<file path="src/ifp_pkg.sv">
// Shared constants and types of the IMU frame parser.
`timescale 1ns / 1ps
package ifp_pkg;

  localparam int BUFFER_BYTES_DEFAULT = 64;
  localparam int FRAME_BYTES = 28;
  localparam int QUEUE_DEPTH = 2;
  localparam int PRESSURE_BYTE = 24;

  localparam logic [7:0] SYNC_FIRST = 8'h88;
  localparam logic [7:0] SYNC_SECOND = 8'hAF;
  localparam logic [3:0] LAST_FIELD = 4'd12;

  typedef logic [FRAME_BYTES-1:0][7:0] frame_t;
  typedef logic [3:0] field_idx_t;

endpackage

</file>
<file path="src/imu_frame_parser_top.sv">
// Top level of the IMU frame parser.
//
//   Channel   Handshake     Payload
//   request   push / full   rx_byte_i
//   result    pop / empty   field_index_o, field_value_o, last_field_o
//
// One received byte is taken per cycle while full is low.
// A good checksum byte queues the frame; the emitter then gives one field per
// cycle while pop is high, thirteen per frame, from its output register.
// Full is high only while a checksum byte is due and both frame queue entries wait.
// Reset clears the parser state, the payload bytes, the frame queue and the emitter state at once.
`timescale 1ns / 1ps
module imu_frame_parser_top #(
  parameter int BUFFER_BYTES = ifp_pkg::BUFFER_BYTES_DEFAULT
) (
  input  logic                clk_i,
  input  logic                rst_ni,
  input  logic [7:0]          rx_byte_i,
  input  logic                push,
  output logic                full,
  output logic                empty,
  input  logic                pop,
  output ifp_pkg::field_idx_t field_index_o,
  output logic signed [31:0]  field_value_o,
  output logic                last_field_o
);
  import ifp_pkg::*;

  logic   good_frame;
  frame_t front_frame;
  logic   queue_full;
  logic   queue_valid;
  frame_t queue_frame;
  logic   frame_done;

  ifp_front #(
    .BUFFER_BYTES(BUFFER_BYTES)
  ) u_front (
    .clk_i        (clk_i),
    .rst_ni       (rst_ni),
    .rx_byte_i    (rx_byte_i),
    .push         (push),
    .full         (full),
    .frame_valid_o(good_frame),
    .frame_o      (front_frame),
    .queue_full_i (queue_full)
  );

  ifp_queue u_queue (
    .clk_i     (clk_i),
    .rst_ni    (rst_ni),
    .wr_en_i   (good_frame),
    .wr_frame_i(front_frame),
    .full_o    (queue_full),
    .valid_o   (queue_valid),
    .rd_frame_o(queue_frame),
    .rd_en_i   (frame_done)
  );

  ifp_back u_back (
    .clk_i        (clk_i),
    .rst_ni       (rst_ni),
    .frame_valid_i(queue_valid),
    .frame_i      (queue_frame),
    .frame_done_o (frame_done),
    .empty        (empty),
    .pop          (pop),
    .field_index_o(field_index_o),
    .field_value_o(field_value_o),
    .last_field_o (last_field_o)
  );

endmodule

</file>
<file path="src/ifp_front.sv">
// Byte parser: sync hunt, length check, payload capture and checksum test.
`timescale 1ns / 1ps
module ifp_front #(
  parameter int BUFFER_BYTES = ifp_pkg::BUFFER_BYTES_DEFAULT
) (
  input  logic            clk_i,
  input  logic            rst_ni,
  input  logic [7:0]      rx_byte_i,
  input  logic            push,
  output logic            full,
  output logic            frame_valid_o,
  output ifp_pkg::frame_t frame_o,
  input  logic            queue_full_i
);
  import ifp_pkg::*;

  typedef enum logic [2:0] {
    PhHunt,
    PhSync,
    PhLen,
    PhData,
    PhCheck
  } phase_e;

  localparam logic [8:0] LenLimit = 9'(BUFFER_BYTES);

  phase_e     phase_q, phase_d;
  logic [7:0] len_q, len_d;
  logic [7:0] count_q, count_d;
  logic [7:0] sum_q, sum_d;
  frame_t     store_q;
  logic       accept;
  logic [8:0] count_next;

  assign full = (phase_q == PhCheck) && queue_full_i;
  assign accept = push && !full;
  assign count_next = {1'b0, count_q} + 9'd1;
  assign frame_o = store_q;

  always_comb begin
    phase_d = phase_q;
    len_d = len_q;
    count_d = count_q;
    sum_d = sum_q;
    frame_valid_o = 1'b0;
    if (accept) begin
      unique case (phase_q)
        PhSync: begin
          if (rx_byte_i == SYNC_SECOND) begin
            sum_d = sum_q + SYNC_SECOND;
            phase_d = PhLen;
          end
        end
        PhLen: begin
          count_d = '0;
          if (rx_byte_i == 8'd0 || {1'b0, rx_byte_i} > LenLimit) begin
            phase_d = PhHunt;
          end else begin
            len_d = rx_byte_i;
            sum_d = sum_q + rx_byte_i;
            phase_d = PhData;
          end
        end
        PhData: begin
          sum_d = sum_q + rx_byte_i;
          count_d = count_next[7:0];
          if (count_next >= {1'b0, len_q}) begin
            phase_d = PhCheck;
          end
        end
        PhCheck: begin
          frame_valid_o = (rx_byte_i == sum_q);
          phase_d = PhHunt;
        end
        default: begin
          if (rx_byte_i == SYNC_FIRST) begin
            sum_d = SYNC_FIRST;
            phase_d = PhSync;
          end else begin
            phase_d = PhHunt;
          end
        end
      endcase
    end
  end

  always_ff @(posedge clk_i or negedge rst_ni) begin
    if (!rst_ni) begin
      phase_q <= PhHunt;
      len_q <= '0;
      count_q <= '0;
      sum_q <= '0;
    end else begin
      phase_q <= phase_d;
      len_q <= len_d;
      count_q <= count_d;
      sum_q <= sum_d;
    end
  end

  // Only the first FRAME_BYTES bytes of the payload are ever decoded; later ones are dropped.
  always_ff @(posedge clk_i or negedge rst_ni) begin
    if (!rst_ni) begin
      store_q <= '0;
    end else if (accept && phase_q == PhData) begin
      for (int i = 0; i < FRAME_BYTES; i++) begin
        if (count_q == 8'(i)) begin
          store_q[i] <= rx_byte_i;
        end
      end
    end
  end

endmodule

</file>
<file path="src/ifp_queue.sv">
// Short queue of checked frames between the parser and the field emitter.
`timescale 1ns / 1ps
module ifp_queue (
  input  logic            clk_i,
  input  logic            rst_ni,
  input  logic            wr_en_i,
  input  ifp_pkg::frame_t wr_frame_i,
  output logic            full_o,
  output logic            valid_o,
  output ifp_pkg::frame_t rd_frame_o,
  input  logic            rd_en_i
);
  import ifp_pkg::*;

  localparam int PtrW = (QUEUE_DEPTH > 1) ? $clog2(QUEUE_DEPTH) : 1;
  localparam int CntW = $clog2(QUEUE_DEPTH + 1);

  frame_t            mem_q [QUEUE_DEPTH];
  logic [PtrW-1:0]   wr_ptr_q, rd_ptr_q;
  logic [CntW-1:0]   count_q;
  logic              do_wr, do_rd;

  assign full_o = (count_q == CntW'(QUEUE_DEPTH));
  assign valid_o = (count_q != '0);
  assign do_wr = wr_en_i && !full_o;
  assign do_rd = rd_en_i && valid_o;
  assign rd_frame_o = mem_q[rd_ptr_q];

  always_ff @(posedge clk_i) begin
    if (do_wr) begin
      mem_q[wr_ptr_q] <= wr_frame_i;
    end
  end

  always_ff @(posedge clk_i or negedge rst_ni) begin
    if (!rst_ni) begin
      wr_ptr_q <= '0;
      rd_ptr_q <= '0;
      count_q <= '0;
    end else begin
      if (do_wr) begin
        wr_ptr_q <= (wr_ptr_q == PtrW'(QUEUE_DEPTH - 1)) ? '0 : wr_ptr_q + 1'b1;
      end
      if (do_rd) begin
        rd_ptr_q <= (rd_ptr_q == PtrW'(QUEUE_DEPTH - 1)) ? '0 : rd_ptr_q + 1'b1;
      end
      if (do_wr && !do_rd) begin
        count_q <= count_q + 1'b1;
      end else if (do_rd && !do_wr) begin
        count_q <= count_q - 1'b1;
      end
    end
  end

endmodule

</file>
<file path="src/ifp_back.sv">
// Field emitter: decodes one queued frame into its thirteen fields.
`timescale 1ns / 1ps
module ifp_back (
  input  logic               clk_i,
  input  logic               rst_ni,
  input  logic               frame_valid_i,
  input  ifp_pkg::frame_t    frame_i,
  output logic               frame_done_o,
  output logic               empty,
  input  logic               pop,
  output ifp_pkg::field_idx_t field_index_o,
  output logic signed [31:0] field_value_o,
  output logic               last_field_o
);
  import ifp_pkg::*;

  field_idx_t         idx_q;
  logic               out_valid_q;
  field_idx_t         out_index_q;
  logic signed [31:0] out_value_q;
  logic               out_last_q;
  logic               load;
  logic [4:0]         hi_pos;
  logic [4:0]         lo_pos;
  logic [31:0]        value;

  assign load = frame_valid_i && (!out_valid_q || pop);
  assign frame_done_o = load && (idx_q == LAST_FIELD);
  assign hi_pos = {idx_q, 1'b0};
  assign lo_pos = {idx_q, 1'b1};

  always_comb begin
    if (idx_q == LAST_FIELD) begin
      value = {frame_i[PRESSURE_BYTE + 3], frame_i[PRESSURE_BYTE + 2],
               frame_i[PRESSURE_BYTE + 1], frame_i[PRESSURE_BYTE]};
    end else begin
      value = {{16{frame_i[hi_pos][7]}}, frame_i[hi_pos], frame_i[lo_pos]};
    end
  end

  always_ff @(posedge clk_i or negedge rst_ni) begin
    if (!rst_ni) begin
      idx_q <= '0;
      out_valid_q <= 1'b0;
    end else begin
      if (pop && out_valid_q) begin
        out_valid_q <= 1'b0;
      end
      if (load) begin
        out_valid_q <= 1'b1;
        idx_q <= (idx_q == LAST_FIELD) ? '0 : idx_q + 1'b1;
      end
    end
  end

  always_ff @(posedge clk_i) begin
    if (load) begin
      out_index_q <= idx_q;
      out_value_q <= signed'(value);
      out_last_q <= (idx_q == LAST_FIELD);
    end
  end

  assign empty = !out_valid_q;
  assign field_index_o = out_index_q;
  assign field_value_o = out_value_q;
  assign last_field_o = out_last_q;

endmodule

</file>
<file path="config.mk">
export PLATFORM = sky130hd
export DESIGN_NAME = imu_frame_parser_top
export DESIGN_NICKNAME = d
export VERILOG_FILES = /design/src/ifp_pkg.sv /design/src/imu_frame_parser_top.sv /design/src/ifp_front.sv /design/src/ifp_queue.sv /design/src/ifp_back.sv
export SDC_FILE = /design/constraint.sdc
export NUM_CORES = 1
export LEC_CHECK = 0
export CORE_ASPECT_RATIO = 0.9
export CORE_MARGIN = 2
export CORE_UTILIZATION = 63
export CTS_BUF_LIST = sky130_fd_sc_hd__clkbuf_16
export CTS_CLUSTER_DIAMETER = 50
export DETAILED_ROUTE_END_ITERATION = 12
export DONT_BUFFER_PORTS = 1
export GPL_TIMING_DRIVEN = 1
export HOLD_SLACK_MARGIN = 0.15
export PLACE_DENSITY_LB_ADDON = 0.2
export SYNTH_ARGS = -nofsm -noshare
export SYNTH_HDL_FRONTEND = slang
export SYNTH_SLANG_ARGS = --single-unit
</file>
<file path="constraint.sdc">
create_clock -name clk_i -period 30 [get_ports clk_i]
set_input_delay 4.5 -clock clk_i [delete_from_list [all_inputs] [get_ports clk_i]]
set_output_delay 4.5 -clock clk_i [all_outputs]
set_load 0.05 [all_outputs]
</file>
# After elaboration in Yosys (flattened, before gate mapping)
# Memories as Yosys holds them, arrays and structs flattened.
# Index checks and enable logic that the tools add are counted.
# word_totals
register_bits	297
word_cells	176
ramBits	448
out_inout_bits	39
memories	1
in_bits	12
# classes
n_addsub	8
reduce_logical	56
n_lt_le_gt_ge	4
bitwise_logic	2
eq_ne	39
muxes	26
# memory_table
memory	words	word_bits	rd	rd_ports_with_merged_regs	write_ports	line	text
u_queue.mem_q	2	224	1	0	1	ifp_queue.sv:18	frame_t mem_q [QUEUE_DEPTH];
# op_table
op	n
8-bit by 5-bit equality test with 1-bit output, second input constant	12
8-bit binary-select mux with 4-bit select	2
8-bit by 4-bit equality test with 1-bit output, second input constant	8
2-bit AND reduction	29
8-bit 2-to-1 mux	5
8-bit by 3-bit equality test with 1-bit output, second input constant	4
32-bit 2-to-1 mux	1
8-bit case mux with 4 select lines	1
8-bit by 2-bit equality test with 1-bit output, second input constant	2
8-bit equality test, second input constant	2
8-bit zero test	2
8-bit case mux with 2 select lines	1
5-bit by 6-bit less-than comparator with 1-bit output, second input constant	2
3-bit case mux with 4 select lines	1
1-bit logical AND	10
8-bit by 1-bit adder with 9-bit output, second input constant	1
9-bit by 8-bit greater-or-equal comparator with 1-bit output	1
1-bit 2-to-1 mux	9
8-bit adder	1
8-bit adder, second input constant	1
8-bit by 1-bit equality test with 1-bit output, second input constant	1
8-bit equality test	1
8-bit by 7-bit greater-than comparator with 1-bit output, second input constant	1
2-bit nonzero test	4
20 further kinds	33

# Depth between registers and ports, before layout
# Gate-level depths: netlist (run 1).
# depth
ltp_word	10
ltp_mapped	13
mapped_depth_nobuf	10

# Hierarchy
# Synthesis (run 1) repeated with hierarchy kept, for this count alone.
# hier_totals
hier_cells	1734
area_unflattened_um2	31069.8
# by_module_without_submodules
mod	n_inst	seq_area_each_um2	area_each_um2	cells_each
ifp_queue	1	13553.0	16973.8	716
ifp_front	1	6281.0	10641.5	777
ifp_back	1	1236.2	3454.6	241

# Worst setup path before layout (run 1)
# OpenSTA, ideal clock, no wires.
# synth_timing
kind	input to register
from	input port rx_byte_i[6]
to	memory u_queue.mem_q[0][0] (netlist name) (enable)
n_path_buf	1
path_stages	4
setup_slack_ns	2.092
arrival_time_ns	26.551
setup_ns	1.357
required_time_ns	28.643
path_cell_list	clkbuf_1 -> xor2_1 -> or4_1 -> nor4_1
# synth_via
elab_chain_cells	6
# synth_rtl
item	line	text
start: declaration	imu_frame_parser_top.sv:18	input logic [7:0] rx_byte_i,
8-bit equality test	ifp_front.sv:72	frame_valid_o = (rx_byte_i == sum_q);
1-bit 2-to-1 mux	ifp_front.sv:47	unique case (phase_q)
1-bit 2-to-1 mux	ifp_front.sv:46	if (accept) begin
1-bit logical AND	ifp_queue.sv:25	assign do_wr = wr_en_i && !full_o;
1-bit 2-to-1 mux	ifp_queue.sv:30	if (do_wr) begin
1-bit 2-to-1 mux (not written as such)	ifp_queue.sv:31	mem_q[wr_ptr_q] <= wr_frame_i;
end: declaration	ifp_queue.sv:18	
# No other way between the ends.

# Worst setup path after layout (run 1)
# layout_timing
from	input port rx_byte_i[1]
to	memory u_queue.mem_q[1][20] (netlist name) (enable)
# layout_via
elab_chain_cells	6
# layout_rtl
item	line	text
8-bit equality test	ifp_front.sv:72	
1-bit 2-to-1 mux	ifp_front.sv:47	
1-bit 2-to-1 mux	ifp_front.sv:46	
1-bit logical AND	ifp_queue.sv:25	
via u_queue.do_wr	ifp_queue.sv:21	logic do_wr, do_rd;
1-bit 2-to-1 mux	ifp_queue.sv:30	
1-bit 2-to-1 mux (not written as such)	ifp_queue.sv:31	
# The timed path passes the listed nets, and every way through them passes these cells.

==> results of run 1 <==
## synth_stat cells, types with 10 or more instances
| library cell | instances | share of area, % |
|---|---|---|
| edfxtp_1 | 485 | 49 |
| dfrtp_1 | 260 | 22 |
| mux2_2 | 232 | 8.9 |
| mux4_2 | 98 | 7.5 |
| nand2_1 | 78 | 1.0 |
| mux2i_1 | 63 | 2.1 |
| clkbuf_1 | 61 | 0.78 |
| o21ai_0 | 38 | 0.65 |
| a21oi_1 | 31 | 0.53 |
| nor2_1 | 28 | 0.36 |
| ha_1 | 22 | 0.94 |
| a31oi_1 | 20 | 0.43 |
| inv_1 | 17 | 0.22 |
| a221oi_1 | 15 | 0.45 |
| buf_2 | 15 | 0.26 |
| xnor2_1 | 13 | 0.39 |
| nand3_1 | 12 | 0.20 |
| buf_4 | 10 | 0.26 |
| nand2b_1 | 10 | 0.21 |
| xor2_1 | 10 | 0.30 |
## state kept, by name, summed over array words and instances, names as in the netlist
register / count
u_back.field_index_o: 4
u_back.field_value_o: 32
u_back.idx_q: 4
u_back.last_field_o: 1
u_back.out_valid_q: 1
u_front.count_q: 8
u_front.frame_o: 224
u_front.len_q: 8
u_front.phase_q: 3
u_front.sum_q: 8
u_queue.count_q: 2
u_queue.mem_q: 448
u_queue.rd_ptr_q: 1
u_queue.wr_ptr_q: 1
## critical path: cells and delay by family
family / cells / cell delay (ps)
AND/OR/NAND/NOR: 3 / 1620
XOR/XNOR: 1 / 120
buffers and inverters: 2 / 1430
## metrics by stage
step / setup slack, ps / instance area, µm²
6_report: 22470 / 32200
2_1_floorplan: 2090 / 29400
4_1_cts: 22470 / 32200
3_5_place_dp: 21880 / 30000
5_1_grt: 22270 / 32200
3_3_place_gp: 21920 / 30000
## layout make-up
class | instances | area share [%]
antenna | 1 | 0.00776
clock buffer | 78 | 6.06
clock inverter | 57 | 0.974
inverter | 21 | 0.245
multi-input combinational | 778 | 24.5
sequential | 745 | 65.4
tap | 616 | 2.39
timing repair buffer | 14 | 0.404
## worst paths after layout
kind,from,end,slack (ps),depth (start not counted)
setup / recovery,rx_byte_i[1],u_queue.mem_q[1][20],22470,6
hold / removal,u_front.frame_o[117],u_queue.mem_q[1][117],460,0
setup reg to reg,u_front.phase_q[2],u_queue.mem_q[1][20],25470,6
hold reg to reg,u_front.frame_o[117],u_queue.mem_q[1][117],460,0
max in group asynchronous,rst_ni,u_back.idx_q[0],25930,0
min in group asynchronous,rst_ni,u_front.count_q[7],3630,0
## metal layers
| layer | vias up | GRT usage, % | part of all wire (%) |
|---|---|---|---|
| li1 | 6366 | - | - |
| met1 | 7684 | 36.6 | 43 |
| met2 | 469 | 41.1 | 49 |
| met3 | 104 | 5.17 | 5.9 |
| met4 | 0 | 7.56 | 2.7 |
| met5 | - | 0 | 0 |
## power by group
part | total, µW | internal, µW | switching [µW]
registers | 1110 | 1100 | 12.1
clock network | 858 | 488 | 370
logic | 139 | 56.9 | 82.3
## cells by family after synthesis
family | Yosys count | share of synthesized area, %
compound gates | 156 | 3.53
xor+xnor | 23 | 0.685
fa+ha+maj | 23 | 1.00
buf+inv | 109 | 1.58
flops | 745 | 71.6
mux | 394 | 18.6
simple gates | 182 | 3.04
==> results.md, run 1 <==
- The filler-free cell count of the finished design is 2310.
- The number of post-CTS setup repair buffers is 0.
- The area growth from synthesis to layout is 9.53%.
- The area of the core is 46400 µm².
- The leading cell type in the layout, fill and taps excluded is edfxtp_1.
- The final hold violation count is 0.
- The number of antenna violations at the first check in global routing was 0.
- The max-slew violation count is 0.
- The floorplan step defined a die boundary enclosing 48500 µm².
- The die is 209 µm tall.
- The clock transition at the registers of the reported paths is 60 ps.
- The critical path in this run is classified as primary input to flop.
- The post-CTS resize count is 0.
- The number of unique standard cell types used by synthesis is 63.
- The flow ran to the end, and the final reports show no timing, DRC or antenna violations.
- Setup repair after global routing left no endpoint under its margin.
- The final clock period utilization by the worst path is 25.1%.
- Data on the critical path is required at its endpoint by ~30000 ps.
- The aggregate routed wire length is 60000 µm.
- Buffers inserted during clock tree synthesis total 74.
- Across the run, the number of max-cap violations was 0.
- By instance count, the cell type seen most on the critical path is buf_4.
- The HPWL reported at the end of detailed placement is 34000 µm.
- The fraction of the core area covered by cells at the end of the flow is 69.5%.
- The proportion of register bits with asynchronous set or reset after synthesis is 34.9%.
- The static leakage power is 0.0114 µW.
- The detailed router finished its first iteration with 1431 violations.
- Before antenna repair, the detailed router went through 5 iterations.
- The final RePlAce weighted congestion is around 0.80.
- The via count of the first global-routing pass is around 15000.
- After routing, the total negative slack on setup checks comes to 0 ps.
- The synthesized area per cell is 18.0 µm².
- TritonCTS built the clock tree.
- The sequential cells in the finished layout cover a total of 21100 µm².
- The layout cell share with drive strength beyond 1 is a little over a quarter.
- The kind of launch point of the worst setup path is a primary input.
- The peak ir drop on the vdd network is roughly 0.054 mV.
- The placed instance count is around 2200.
- In the routed layout, each cell is associated on average with a via count of 6.33.
- The total global routing track utilization is 25.7%.
- After the last flow step, the layout net total stands at ~1700.
- The largest single stage delay on the critical path is 830 ps.
- In this run the worst path has a maximum fanout of 68.
- The number of port buffers is 0.
- Leaving out fill and tap cells, the most frequent cells in the layout are edfxtp_1, dfrtp_1, mux2_2, mux4_2.
- The worst slack on hold paths is 456 ps.
- The number of warnings printed during yosys synthesis is 0.
- The slowest cell on the critical path is buf_4.
- The DRC violation count after routing is 0.
- The kind of path behind the tightest hold check is flop to flop.
- The commonest register cell after synthesis is edfxtp_1.
- Across the routed clock network, the largest skew measured is 20.1 ps.
- The total of hold buffers inserted after clock tree synthesis is 0.
- At the pin with the least slew margin, the transition time is 1150 ps.
- The cell area after synthesis is 29400 µm².
- The count of flip-flops with a built-in enable after synthesis is 485.
- The row count is 75.
- In this run the count of I/O pins placed on the die edge is just over 50.
- The maximum clock rate is 133 MHz.
- The final count of negative-setup-slack endpoints is 0.
- The worst pin sits at a relative slew slack of 23.4%.
- The final total power is between 2000 and 2500 µW.
- The area used by multi-input combinational logic is around 8000 µm².
- The effective utilization at floorplan is 63.5%.
- The overflow left after global routing is 0.
- After synthesis the netlist holds a flip-flop and latch count of 745.
- The die is between 200 and 250 µm wide.
- The final period demand of the worst path is 7530 ps.
- The first global-routing pass estimated 91600 µm of wire.
- The detailed router placed 14600 vias in this run.
- Power spread over the standard cell area amounts to 65.4 nW/µm².
- The pin count of the biggest net entering global routing is 261.
- STA classifies the critical path endpoint as a flop.
- The H-tree was split into 3 levels.
- Clock latency on the worst-skew pair, taken at its later pin, is 600 ps.
- The tree is rooted in a clkbuf_16.
- The clock sink count is 745.
- The post-synthesis instance total is ~1600.
- The sequential area share after synthesis is 71.6%.
- In the final routed layout, each cell accounts on average for roughly 26 µm.
- Walking the worst path, the cells encountered are xor2_1 -> or4_1 -> nor3_1 -> and2_4 -> buf_4 -> buf_4.
- The net count after synthesis is 1667.
- STA puts the critical path data arrival time at approximately 7700 ps.
- The clock passes through at most 3 buffers.
- The post-route antenna net violation count is 0.
- The number of filler cells placed in the layout is 2929.
(Power assumes the default switching activity.)
==> run 2, diff against run 1 <==
Clock period 30 ns to 7.5 ns, I/O delays scaled along.
==> run 2 against run 1 <==
Compared with the run above: cell area hardly changed; clock power rose to 3.9 times the previous value; clock skew decreased by 4.8 ps; critical endpoint is now u_queue.count_q[1].
==> results.md, run 2 (synthesized netlist as in run 1, its figures left out) <==
- The final hold violation count is 0 (unchanged).
- The area used by multi-input combinational logic is 7920 µm² (+0.16%).
- The depth of the critical timing path with buffers and inverters included was 9 (+3).
- The height of the die is 209 µm (unchanged).
- The HPWL reported at the end of detailed placement is 34300 µm (+0.61%).
- The pin count of the biggest net entering global routing is 261 (unchanged).
- The flow ran to the end, and the final reports show no timing, DRC or antenna violations.
- The fraction of power spent switching nets is 22.4% (+0.33 points).
- The post-route antenna net violation count was 0 (unchanged).
- The maximum single-stage delay on the critical path is 730 ps (-100 ps).
- The detail-routed via count per cell is 6.38 (+0.86%).
- The row count came to 75 (unchanged).
- The filler-free cell count of the finished design is 2309 (-0.043%).
- The cell internal power dissipation is 6480 µW (+290%).
- The wire length of the first global-routing pass is 92100 µm (+0.60%).
- The level count of the clock H-tree was 3 (unchanged).
- The clock tree from TritonCTS is done.
- The number of filler cells placed in the layout is 2901 (-0.96%).
- The DRC violation count after routing is 0 (unchanged).
- The overflow left after global routing came to 0 (unchanged).
- The number of post-CTS setup repair buffers is 0 (unchanged).
- The highest net fanout along the worst path is 22 (-68%).
- The number of buffers created by CTS is 73 (-1.4%).
- The remaining max-slew budget at the tightest pin is 26.2% (+2.8 points).
- The leading cell type in the layout, fill and taps excluded is edfxtp_1.
- The count of vias placed by the detailed router was 14700 (+0.81%).
- The number of buffers between clock root and the deepest sink was 3 (unchanged).
- The length of routed met3 wiring came to 3640 µm (+1.9%).
- The share of total power in the clock network is 40.2% (-0.5 points).
- The aggregate routed wire length is 59900 µm (-0.26%).
- The tree is rooted in a clkbuf_16.
- The worst slack on hold paths was 224 ps (-233 ps).
- The clock sink count is 745 (unchanged).
- The kind of launch point of the worst setup path is a flop.
- The final period demand of the worst path is ~4000 ps.
- The setup clock skew after layout is 15.2 ps (-4.84 ps).
- The number of ports placed on the die boundary is 51 (unchanged).
- The total global routing track utilization came to 25.8% (about the same).
- The cell area after layout was 32200 µm² (about the same).
- The switching power summed over all nets is 1870 µW (+300%).
- The wire length on met1 came to 25700 µm (+0.63%).
- The number of antenna violations at the first check in global routing was 0 (unchanged).
- The total cell area at the placement stage is 30000 µm² (+0.13%).
- The static leakage power is 0.0114 µW (-0.24%).
- The first-pass iteration count of the detailed router is 5 (unchanged).
- The detailed router's first-iteration violation count was 1294 (-9.6%).
- The fraction of the core area covered by cells at the end of the flow was 69.5% (about the same).
- The kind of path behind the tightest hold check is primary input to asynchronous set/reset pin.
- The via count of the first global-routing pass is 15100 (+0.41%).
- The total met2 wirelength after detailed routing is 28400 µm (-3.3%).
- The number of buffer and inverter stages on the critical path is 2 (unchanged).
- The register share of total power is 53.1% (+0.4 points).
- After layout, the worst path uses 53.1% of the clock period.
- The pin slew with the least headroom to its limit is 1110 ps (-42.3 ps).
- The fraction of power consumed by combinational cells is 6.7% (about the same).
- The final count of negative-setup-slack endpoints came to 0 (unchanged).
- The signal on the critical path passes through clkinv_1 -> ha_1 -> nand3_1 -> clkinv_1 -> nand2_1 -> ha_1 -> xor2_1 -> nor2_1 -> xor2_1.
- The horizontal die dimension is 232 µm (unchanged).
- The layout cell share with drive strength beyond 1 is 27.4% (-0.059 points).
- STA classifies the critical path endpoint as a flop.
- The peak ir drop on the vdd network is 0.227 mV (+320%).
- Counting flops per register, the top entry is u_queue.mem_q.
- The power density over the cells came to 259 nW/µm² (+300%).
- The count of nets after finishing is 1668 (-0.060%).
- Setup repair after global routing left no endpoint under its margin.
- The uppermost signal routing layer after detailed routing is met4.
- The slowest cell on the critical path is clkinv_1.
- The placed instance count is 2174 (unchanged).
- The total of hold buffers inserted after clock tree synthesis is 0 (unchanged).
- The required time of the critical path is 7980 ps (-22230 ps).
- The number of inserted diodes is 0 (-1).
- The number of port buffers is 0 (unchanged).
- Among cell families on the critical path, the largest total delay comes from buffers and inverters.
- The clock latency on the worst-skew pair is 610 ps (about the same).
- The post-CTS resize count came to 0 (unchanged).
- The total of max-cap violations is 0 (unchanged).
- The final RePlAce weighted congestion is 0.831 (+3.7%).
- The clock transition at the registers of the reported paths is 60 ps (about the same).
- The area overhead of the layout relative to synthesis is 9.43% (about the same).
- The area of the core was 46400 µm² (unchanged).
- The footprint of the flip-flops and latches came to 21100 µm² (unchanged).
- The effective utilization at floorplan is 63.5% (unchanged).
- The library cells used most frequently in the layout, excluding fill and tap cells, are edfxtp_1, dfrtp_1, mux2_2, mux4_2, nand2_1.
- The total die area was 48500 µm² (unchanged).
- The final setup TNS is 0 ps (unchanged).
- Derived from the worst setup path, the maximum achievable clock frequency is about 250 MHz.
- The depth of the most critical reg-to-reg path was 9 (+3).
- The arrival time reported for the critical path endpoint came to 4470 ps (-3270 ps).
- The max-slew violation count is 0 (unchanged).
- The wire length per cell after detailed routing was 25.9 µm (-0.21%).
- The critical path in this run is classified as flop to flop.
- The number of flip-flops in the largest register is 448 (unchanged).
[run 2: cell types whose count changed in the layout (fill, tap and decap cells not counted), sizes merged]
| cell | delta |
|---|---|
| diode | -1 |
| clkbuf | -3 |
| clkinvlp | +2 |
| bufinv | -1 |
| clkinv | +1 |
| inv | +1 |
[run 2: cell type report]
cell class	count	share of cell area, %
Sequential cell	745	65.5
Multi-Input combinational cell	778	24.6
Clock buffer	75	5.83
Tap cell	616	2.39
Clock inverter	60	1.01
Timing Repair Buffer	14	0.482
Inverter	21	0.245
[run 2: worst register-to-register path, cell delays in order (launching register included)]
cell      delay, ps
dfrtp_4         560
clkinv_1        510
ha_1            430
nand3_1         490
clkinv_1        730
nand2_1         500
ha_1            230
xor2_1          200
nor2_1           90
xor2_1          140
[run 2: final timing paths]
check | start | to | slack [ps]
setup / recovery | u_back.idx_q[0] | u_queue.count_q[1] | 3510
hold / removal | rst_ni | u_front.frame_o[156] | 220
setup reg to reg | u_back.idx_q[0] | u_queue.count_q[1] | 3510
hold reg to reg | u_front.frame_o[75] | u_queue.mem_q[0][75] | 460
max in group asynchronous | rst_ni | u_queue.rd_ptr_q | 6250
min in group clk_i | u_front.frame_o[75] | u_queue.mem_q[0][75] | 460
[run 2: per-layer routing]
| layer | global-route usage, % | up-vias |
|---|---|---|
| li1 | - | 6358 |
| met2 | 39.2 | 532 |
| met3 | 4.74 | 120 |
| met1 | 37.7 | 7732 |
| met5 | 0 | - |
| met4 | 10.0 | 0 |
[run 2: stage by stage]
stage	worst slack, ps	power, µW
after floorplan	-1920	4910
after detailed placement	3420	5070
after global placement	3440	5050
final	3510	8340
after CTS	3580	8400
after global routing	3330	8610
[run 2: power groups by stage]
| stage | Clock (µW) | Sequential (µW) | Combinational, µW |
|---|---|---|---|
| after global placement | 0 | 4510 | 540 |
| after floorplan | 0 | 4500 | 410 |
| after detailed placement | 0 | 4510 | 554 |
| final | 3350 | 4430 | 560 |
| after CTS | 3410 | 4430 | 557 |
| after global routing | 3570 | 4430 | 602 |
